<file path="config.mk">
export PLATFORM = sky130hd
export DESIGN_NAME = tle_ram
export DESIGN_NICKNAME = d
export VERILOG_FILES = /design/src/rtl/tle_ram.sv
export SDC_FILE = /design/constraint.sdc
export NUM_CORES = 1
export LEC_CHECK = 0
export ABC_AREA = 1
export BUFFER_PORTS_ARGS = -buffer_cell sky130_fd_sc_hd__buf_2
export CORE_AREA = 2 2 324 326
export CTS_CLUSTER_DIAMETER = 80
export CTS_CLUSTER_SIZE = 24
export DETAILED_ROUTE_END_ITERATION = 8
export DIE_AREA = 0 0 326 328
export PLACE_DENSITY = 0.53
export SLEW_MARGIN = 10
export SYNTH_ARGS = -nofsm -noshare
export SYNTH_HDL_FRONTEND = slang
export SYNTH_SLANG_ARGS = --single-unit
</file>
<file path="constraint.sdc">
create_clock -name clk -period 2.3 [get_ports clk]
set_input_delay 0.46 -clock clk [delete_from_list [all_inputs] [get_ports clk]]
set_output_delay 0.46 -clock clk [all_outputs]
set_load 0.1 [all_outputs]
</file>
<file path="src/rtl/tle_ram.sv">
// ----------------------------------------------------------------------------
// tle_ram: simple dual-port RAM
// One write port, one read port, read data registered.
// ----------------------------------------------------------------------------
module tle_ram #(
  parameter int DEPTH = 128,
  parameter int WIDTH = 8
) (
  input  logic                     clk,
  input  logic                     we,
  input  logic [$clog2(DEPTH)-1:0] waddr,
  input  logic [WIDTH-1:0]         wdata,
  input  logic [$clog2(DEPTH)-1:0] raddr,
  output logic [WIDTH-1:0]         rdata
);

  logic [WIDTH-1:0] mem [DEPTH];

  always_ff @(posedge clk) begin
    if (we) begin
      mem[waddr] <= wdata;
    end
    rdata <= mem[raddr];
  end

endmodule

</file>
After elaboration in Yosys (flattened, before gate mapping) --
Memories as Yosys holds them, arrays and structs flattened. A register that Yosys moved wholly into a read port is not among the register bits. Cells that the tools add are included. Widths: inputs -> output; s select.
Word-level totals: register bits 0, bits in writable memories 1024, input bits 24, output and inout port bits 8, logic and storage cells 3, memories kept 1
Memories:
- mem | words 128, width 8, read ports 1, clocked after memory_dff 1, wr ports 1, RTL line 17 | logic [WIDTH-1:0] mem [DEPTH];
Operators by class: muxes and demuxes 2
Operator list (number):
- $mux 1 | 2

Longest topological paths before layout --
Gate-level depths: netlist (run 1).
word-level depth 2, gate-level depth with buffers 14

Worst setup path after synthesis (run 1) --
OpenSTA, ideal clock, no wires.
kind input-to-reg, start in we, end mem mem[105][0], enable pin, data arrival time 1446 ps, slack 484 ps, cell stages on the path 4, path buffers 2, cells stage by stage clkbuf_1 -> nand2_1 -> clkbuf_1 -> nor2_1
On the way: word-level cells in the longest chain between the ends 2
RTL lines:
- start, declared | RTL line 10 | input logic we,
- $mux 1 | RTL line 20 | if (we) begin
- $mux 1 (implied by the code) | RTL line 21 | mem[waddr] <= wdata;
- end, declared | RTL line 17
Every way passes these cells.

Final worst setup path (run 1) --
start reg rdata[5] (read register of mem), end out rdata[5]
RTL lines:
- start, declared | RTL line 14 | output logic [WIDTH-1:0] rdata
No word-level cell between the ends.

==> results.md, run 1 <==
- R2R Path Start: mem[79][2]
- Post-synth ARST share: 0
- Fill count: 9401
- Crit path DAT: 1.74 ns
- Final cell count without fillers: 5147
- Sum Neg Setup Slack: 0 ns
- Crit path kind: reg -> out
- Cell breakdown of the critical path: buf_2
- GRT Util Overall: 0.222
- Least-Margin Pin Slew: 0.598 ns
- HPWL Detailed: 74.2 mm
- Global-route wire length before repair: 177 mm
- Static Leak: 17.0 nW
- Yosys warns: 0
- Vias per inst: 5.33
- Initial antenna violation count: 4
- Multi-input gate area: 0.00976 mm²
- #FFs+latches synth: 1032
- R2R Setup Slk: 0.64 ns
- CP top delay family: flip-flops
- Cell with the most instances after synthesis: nand2_1
- Routability cong.: 0.828
- Final hold viol count: 0
- TritonCTS clock tree: built
- Grt ovf: 0
- Setup ws final: 0.0981 ns
- CTS max path bufs: 3
- Hold_buf cts: 0
- Hold Path Sink: mem[11][0]
- Critical Path Source Type: register
- Clk pin slew, worst setup/hold paths: 0.10 ns
- Die X: 326 µm
- Layout cells sized above 1: 0.108
- Drt pass-1 iters: 5
- RSZ-0062 raised after global routing: false
- Area contributors post-synth: edfxtp_1, nand3_1, nand2_1, buf_2, nor2_1
- Count of buffer and inverter cells on the critical path: 1
- # rows: 118
- Power density over the cells: 727 mW/mm²
- Placed cells: 5057
- Mapped Cells: 3575
- Synthesis-to-layout area growth: 12.8%
- Max transition margin: 0.601
- Max-cap violations: 0
- Sequential share of the synthesized area: 0.734
- Number of synthesized flops with an enable pin: 1024
- Pin count of the biggest net entering global routing: 67
- Worst hold path type: in -> reg
- Reg-to-Reg End: rdata[2]
- Post_cts resized: 0
- R2R cell count: 10
- Post-Syn Nets: 3599
- Hold Crit Depth: 1
- Ys flop type: edfxtp_1
- Clk root buf: clkbuf_16
- Port Buf Inserts: 31
- DRT iter0 DRCs: 2862
- Library cells used by synthesis: 14
- Post-Syn Area: 0.0421 mm²
- Io pins: 32
- Synth top cells by count: nand2_1, edfxtp_1, nand3_1
- Slowest cell on crit path: dfxtp_1
- Setup Fix Bufs, Post-CTS: 0
- CP peak stage delay: 0.55 ns
- Layout net count: 3755
- Final min period: 2.20 ns
- Via count: 27400
- Yosys top cell area share: 0.730
- Max Fclk: 454 MHz
- Yosys top cell by area: edfxtp_1
- Storage cell area: 0.0309 mm²
- Setup violators final: 0
- H-tree depth: 2
- Start point of the worst hold path: wdata[0]
- Status: finished clean
- Avg Cell Area, Syn: 11.8 µm²
- Core ar.: 0.103 mm²
- Post-Place Setup Slack: -0.131 ns
- WL final: 119 mm
- Vias in the first global route: 26300
- Crit-path max FO: 1
- Initial core utilization: 0.408
- Clock Skews: 0.0318 ns
- Wire per inst: 23.2 µm
- VDD IR max: 0.636 mV
- Final worst-path cycle share: 0.957
- Clock sinks: 1032
- Min Hold Slack: 0.0383 ns
- CTS Buf Count: 52
- Final ANT Viol Nets: 0
- Die Y: 328 µm
- Critical Path Sink Type: output port
- Worst skew pair latency: 0.68 ns
- CP required: 1.84 ns
- Total die area: 0.107 mm²
- DRC: 0
- Fin. max-slew vios: 0
power by group:
part	switching (mW)	internal, mW
registers	0.0527	20.7
logic	2.08	0.817
clock network	6.08	4.78
layout by cell type (no fill, tap or decap), types with 3 or more instances in the layout:
cell type	count
nand2_1	1215
edfxtp_1	1024
nand3_1	931
buf_4	234
nor2_1	134
buf_12	69
clkbuf_16	53
inv_1	20
buf_2	20
clkbuf_1	19
nor3_1	8
buf_6	8
dfxtp_1	8
clkinv_2	5
clkbuf_8	3
bufinv_16	3
registers in the layout, indices dropped and copies added (netlist names):
register  count
rdata         8
mem        1024
how the worst max path moves through the flow:
| stage | slack (ns) | depth (start not counted) | end | start |
|---|---|---|---|---|
| floorplan | 0.48 | 4 | mem[105][0] | we |
| global placement | -0.18 | 14 | rdata[6] | raddr[0] |
| detailed placement | -0.13 | 14 | rdata[6] | raddr[0] |
| CTS | 0.09 | 1 | rdata[5] | rdata[5] |
| global route | 0.02 | 1 | rdata[5] | rdata[5] |
| finish | 0.1 | 1 | rdata[5] | rdata[5] |
cell families (layout without fill, tap and decap cells):
logic type    count (synthesis)  after routing  synth area share
flops                      1032           1032             0.734
buf+inv                     255            446            0.0340
simple gates               2288           2288             0.232
other cells                   0              1                 0
routing by layer:
layer	share of wire	vias up	wire (µm)	GRT usage
li1	-	12800	-	-
met1	0.44	13500	52100	0.318
met2	0.46	909	54800	0.346
met3	0.074	177	8810	0.0412
met4	0.029	4	3510	0.0649
met5	0.00023	-	27	0
per-stage QoR:
stage,total power [mW],instance area [µm²],util
3_3_place_gp,24.1,45900,0.445
2_1_floorplan,22.7,42100,-
6_report,34.5,47500,0.460
3_5_place_dp,24.1,45900,0.445
5_1_grt,35.6,47500,0.460
4_1_cts,34.8,47500,0.460
final cells by class:
type,instances,share of cell area
Clock inverter,14,0.00419
Sequential cell,1032,0.651
Tap cell,1380,0.0363
Antenna cell,1,0.0000527
Timing Repair Buffer,333,0.0707
Clock buffer,75,0.0303
Inverter,24,0.00245
Multi-Input combinational cell,2288,0.205
No activity file was read; power rests on OpenSTA's default activity.
==> run 2: changes to the inputs <==
ABC_AREA = not set   (was 1)
CORE_AREA = 2 2 315 317   (was 2 2 324 326)
DIE_AREA = 0 0 317 319   (was 0 0 326 328)
==> run 2 against run 1 <==
Synthesized cell count decreased by 54%. Largest power group unchanged. Combinational power shrank 17%. Hold slack better by 0.057 ns. Area after synthesis shrank 5.8%. Non-clock buffer count decreased by 47. Critical endpoint is now rdata[4]. Critical path type is now in -> reg. Count of clock-buffer cells in the layout fell by 8. Sequential share of layout area rose by 3.4 points. Fmax is 10% lower. Routed wire length fell by 21%. The run now ends with negative setup slack left. Die area shrank 5.4%. Global-route usage decreased by 3.3 points.
==> results.md, run 2 <==
- Status: finished, violations left
- Failing checks: negative setup slack
- Synthesis-to-layout area growth: 13.9%
- Adder-cell share of the synthesized area: 0
- Post-Syn Nets: 1659
- Pin count of the biggest net entering global routing: 129
- Initial antenna violation count: 11
- Grt ovf: 0
- Final ANT Viol Nets: 0
- Largest register FFs: 1024
- Largest regs: mem x1024, rdata x8
- CP peak stage delay: 0.57 ns
- Vias per inst: 5.56
- CTS Buf Count: 50
- Synth top cells by count: edfxtp_1, mux4_2, nor2_1
- Fill count: 7969
- #FFs+latches synth: 1032
- Mapped Cells: 1635
- Critical Path Source Type: primary input
- # rows: 115
- Post-Syn Area: 0.0397 mm²
- Post-Place Setup Slack: -0.891 ns
- DRC: 0
- Count of buffer and inverter cells on the critical path: 4
- Sequential share of the synthesized area: 0.779
- Compound-gate portion of the synthesized area: 0
- Final min period: 2.45 ns
- Clk root buf: clkbuf_16
- Most common cell after layout, fill and taps aside: edfxtp_1
- Total die area: 0.101 mm²
- Final hold viol count: 0
- R2R Path Start: mem[55][5]
- Cell with the most instances after synthesis: edfxtp_1
- Clock Skews: 0.0284 ns
- Fin. max-slew vios: 0
- Slowest cell on crit path: mux4_2
- GRT Util Overall: 0.189
- Area contributors post-synth: edfxtp_1, mux4_2, nor2_1, clkbuf_1, dfxtp_1
- Clk pin slew, worst setup/hold paths: 0.09 ns
- Yosys top cell by area: edfxtp_1
- Placed cells: 3109
- CP most frequent cell: mux4_2
- H-tree depth: 2
- WL final: 94.5 mm
- Setup violators final: 8
- Crit-path max FO: 7
- TritonCTS clock tree: built
- Library cells used by synthesis: 17
- Clock sinks: 1032
- Avg Cell Area, Syn: 24.3 µm²
- R2R cell count: 4
- Crit path DAT: 2.99 ns
- Cell breakdown of the critical path: buf_16 > buf_16 > buf_12 > buf_8 > mux4_2 > mux4_2 > mux4_2 > mux2_2
- Max Fclk: 408 MHz
- Power density over the cells: 733 mW/mm²
- Worst hold path type: in -> reg
- Routability cong.: 0.794
- Die Y: 319 µm
- Max-cap violations: 0
- Drt pass-1 iters: 5
- Ys flop type: edfxtp_1
- Main combinational cell family by area after synthesis: multiplexers
- Layout cells sized above 1: 0.362
- Start point of the worst hold path: wdata[2]
- Hold Path Sink: mem[106][2]
- Final cell count without fillers: 3199
- Die X: 317 µm
- Most frequent cells in the layout: edfxtp_1, mux4_2, buf_4
- Setup ws final: -0.151 ns
- Initial core utilization: 0.406
- Number of synthesized flops with an enable pin: 1024
- Reg-to-Reg End: rdata[5]
- HPWL Detailed: 61.0 mm
- Post-Synth XOR/XNOR Area: 0
- Layout net count: 1908
- Post-synthesis mux area share: 0.193
- Static Leak: 14.0 nW
- RSZ-0062 raised after global routing: true
- DRT iter0 DRCs: 1655
- Worst skew pair latency: 0.65 ns
- Core ar.: 0.0977 mm²
- CP top delay family: multiplexers
- Critical Path Sink Type: register
- Via count: 17800
- CTS max path bufs: 3
- Post-synth ARST share: 0
- CP required: 2.84 ns
- Final worst-path cycle share: 1.07
- Yosys top cell area share: 0.775
- R2R Setup Slk: -0.13 ns
- Vias in the first global route: 18500
- Hold Crit Depth: 1
- Io pins: 32
- Max transition margin: 0.529
- Port Buf Inserts: 31
- Global-route wire length before repair: 135 mm
- Post-Synth Simple-Gate Area: 0.0176
- VDD IR max: 0.577 mV
- Reg with most FFs: mem
- Crit path kind: in -> reg
- Least-Margin Pin Slew: 0.707 ns
- Wire per inst: 29.5 µm
- Yosys warns: 0
[run 2: metrics by stage]
step	util	setup TNS (ns)	power [mW]	instance area [µm²]	hold WS, ns
6_report	0.462	-0.970	33.1	45200	0.0957
2_1_floorplan	-	-2.88	22.5	40000	0.559
3_3_place_gp	0.445	-6.66	23.6	43500	0.755
5_1_grt	0.462	-1.17	34.2	45200	0.0910
3_5_place_dp	0.445	-6.55	23.6	43500	0.762
4_1_cts	0.462	-0.986	33.5	45200	0.0678
[run 2: layer usage]
| layer | global-route usage | vias to the layer above | wire length, µm |
|---|---|---|---|
| met5 | 0 | - | 81 |
| met4 | 0.0477 | 12 | 2400 |
| met3 | 0.0364 | 114 | 5590 |
| met2 | 0.307 | 456 | 46700 |
| met1 | 0.265 | 9743 | 39700 |
| li1 | - | 7456 | - |
[run 2: timing repair]
item / in CTS / in global routing
hold buffers: 0 / 0
cloned: 1 / 0
hold endpoints to repair: 0 / 0
gates resized for setup: 12 / 1
setup buffers: 8 / 1
setup endpoints to repair: 8 / 8
[run 2: how the worst max path moves through the flow]
| stage | start | endpoint | slack, ns | cells after the start |
|---|---|---|---|---|
| after floorplan | raddr[0] | rdata[0] | -0.36 | 7 |
| after global placement | raddr[0] | rdata[2] | -0.91 | 7 |
| after detailed placement | raddr[0] | rdata[2] | -0.89 | 7 |
| after CTS | mem[66][3] | rdata[3] | -0.16 | 4 |
| after global routing | mem[85][1] | rdata[1] | -0.17 | 4 |
| final | raddr[0] | rdata[4] | -0.15 | 8 |
[run 2: logic make-up (layout without fill, tap and decap cells)]
| logic type | count (synthesis) | in the layout |
|---|---|---|
| buffers and inverters | 89 | 364 |
| other | 0 | 2 |
| DFF | 1032 | 1032 |
| and+or+nand+nor | 170 | 170 |
| muxes | 344 | 344 |
[run 2: report_power, final]
part | total (mW) | internal, mW | leakage, nW | switching, mW
sequential | 20.8 | 20.7 | 9.27 | 0.0490
clock | 9.95 | 4.26 | 0.699 | 5.70
combinational | 2.39 | 0.992 | 4.03 | 1.40
[run 2: final cells by class]
class	instances	area [µm²]	share of cell area
Antenna cell	2	5.00	0.000111
Clock buffer	67	1340	0.0296
Clock inverter	11	121	0.00269
Multi-Input combinational cell	514	8370	0.185
Sequential cell	1032	30900	0.684
Tap cell	1287	1610	0.0356
Timing Repair Buffer	286	2830	0.0627
==> run 3: changes to the inputs <==
CORE_AREA = 2 2 272 274   (was 2 2 315 317)
DIE_AREA = 0 0 274 276   (was 0 0 317 319)
PLACE_DENSITY = 0.71   (was 0.53)
clock period = 2 ns   (was 2.3 ns; I/O delays follow)
==> run 3 against run 2 <==
Count of clock-buffer cells in the layout decreased by 8. The flow still finishes with violations (negative setup slack). Combinational power grew 13%. Flip-flop and latch count did not move. Critical path type is now reg -> reg. Clock skew grew 0.0020 ns. Via count rose by 2.1%. Critical path depth fell by 4. Setup slack got worse by 0.27 ns. Sequential share of layout area rose by 0.73 points. Core utilization up 15 points. Largest power group unchanged. Register-to-register slack worse by 0.29 ns.
==> results.md, run 3 (synthesis gave the netlist of run 2 again) <==
- Reg with most FFs: mem
- Grt ovf: 0
- CTS max path bufs: 3
- Pin count of the biggest net entering global routing: 82
- VDD IR max: 1.08 mV
- Static Leak: 14.0 nW
- Utilization after layout: 0.616
- Critical Path Source Type: register
- TritonCTS clock tree: built
- Via count: 18100
- Global route hottest layer: met2
- Sum Neg Setup Slack: -3.04 ns
- RSZ-0062 raised after global routing: true
- CP required: 2.54 ns
- Final min period: 2.42 ns
- Internal Power: 29.7 mW
- Slowest cell on crit path: mux4_2
- Cell breakdown of the critical path: mux4_2 > mux4_2 > mux4_2 > mux2_2
- Core ar.: 0.0726 mm²
- Clock Skews: 0.0305 ns
- Largest register FFs: 1024
- Setup ws final: -0.421 ns
- Status: finished, violations left
- Crit path DAT: 2.97 ns
- NetSw: 7.89 mW
- Clock sinks: 1032
- Power density over the cells: 840 mW/mm²
- Max-cap violations: 0
- HPWL Detailed: 57.8 mm
- Total die area: 0.0756 mm²
- Final cell count without fillers: 2864
- Wire per inst: 31.0 µm
- Worst skew pair latency: 0.65 ns
- Io pins: 32
- Met1 usage: 0.340
- Port Buf Inserts: 31
- Most common cell after layout, fill and taps aside: edfxtp_1
- Drt pass-1 iters: 5
- Layout net count: 1913
- Crit-path max FO: 1
- Critical Path Sink Type: register
- Worst hold path type: in -> reg
- Clk pin slew, worst setup/hold paths: 0.09 ns
- Least-Margin Pin Slew: 0.658 ns
- Die Y: 276 µm
- Failing checks: negative setup slack
- Power, Total: 37.6 mW
- Switching share of power: 0.210
- Initial antenna violation count: 10
- Max transition margin: 0.561
- Final worst-path cycle share: 1.21
- Max Fclk: 413 MHz
- CP most frequent cell: mux4_2
- Synthesis-to-layout area growth: 12.7%
- Fill count: 4866
- Setup violators final: 8
- GRT Util Overall: 0.240
- Clock power frac: 0.292
- # rows: 99
- Met2 Usage GRT: 0.384
- Final hold viol count: 0
- H-tree depth: 2
- Crit path kind: reg -> reg
- CTS Buf Count: 49
- Sequential power share: 0.636
- DRC: 0
- Most frequent cells in the layout: edfxtp_1, mux4_2, buf_4
- CP top delay family: multiplexers
- Final ANT Viol Nets: 0
- Placed cells: 2797
- WL final: 88.7 mm
- DRT iter0 DRCs: 2285
- CP peak stage delay: 0.58 ns
- Vias per inst: 6.34
- Routability cong.: 0.828
- Setup Fix Bufs, Post-CTS: 0
- Initial core utilization: 0.546
- Layout cells sized above 1: 0.367
- M3 GR Usage: 0.0487
- Largest regs: mem x1024, rdata x8
- Fin. max-slew vios: 0
- Vias in the first global route: 18700
- Count of buffer and inverter cells on the critical path: 0
- Global-route wire length before repair: 130 mm
- Die X: 274 µm
- Combinational share of power: 0.072
- Clk root buf: clkbuf_16
[run 3: area by class of cell]
class                   count  area [µm²]  share of cell area
well taps                 959        1200              0.0268
multi-input cells         514        8380               0.187
diodes                      2        5.00            0.000112
repair buffers            292        2850              0.0638
clock inverters             6        73.8             0.00165
flip-flops and latches   1032       30900               0.691
clock buffers              59        1280              0.0287
[run 3: path summary, 6_finish.rpt]
check	slack [ns]	to	cells past startpoint	startpoint
worst max-delay path	-0.42	rdata[4]	4	mem[2][4]
worst min-delay path	0.14	mem[106][2]	1	wdata[2]
worst max register to register	-0.42	rdata[4]	4	mem[2][4]
worst min register to register	1.16	rdata[7]	4	mem[95][7]
[run 3: stage by stage]
step                worst slack (ns)  area, µm²  hold WS (ns)
global route                  -0.453      44700         0.134
global placement               -1.06      43300         0.770
finish                        -0.421      44700         0.144
detailed placement             -1.04      43300         0.787
CTS                           -0.417      44700         0.123
floorplan                     -0.600      40000         0.499
[run 3: power groups by stage]
stage	logic [mW]	registers (mW)	clock network [mW]
3_5_place_dp	2.69	24.4	0
3_3_place_gp	2.65	24.4	0
5_1_grt	2.81	23.9	11.8
4_1_cts	2.71	23.9	11.1
2_1_floorplan	1.30	24.6	0
6_report	2.69	23.9	11.0
[run 3: timing repair]
item / CTS / global route
hold buffers: 0 / 0
setup endpoints to repair: 10 / 8
resized for setup: 3 / 0
gates cloned: 0 / 0
pin swaps: 0 / 0
[run 3: layer usage]
| layer | routed length, µm | up-vias | part of all wire |
|---|---|---|---|
| li1 | - | 7452 | - |
| met2 | 43900 | 805 | 0.50 |
| met1 | 34100 | 9736 | 0.38 |
| met5 | 105 | - | 0.0012 |
| met3 | 7990 | 139 | 0.090 |
| met4 | 2580 | 14 | 0.029 |
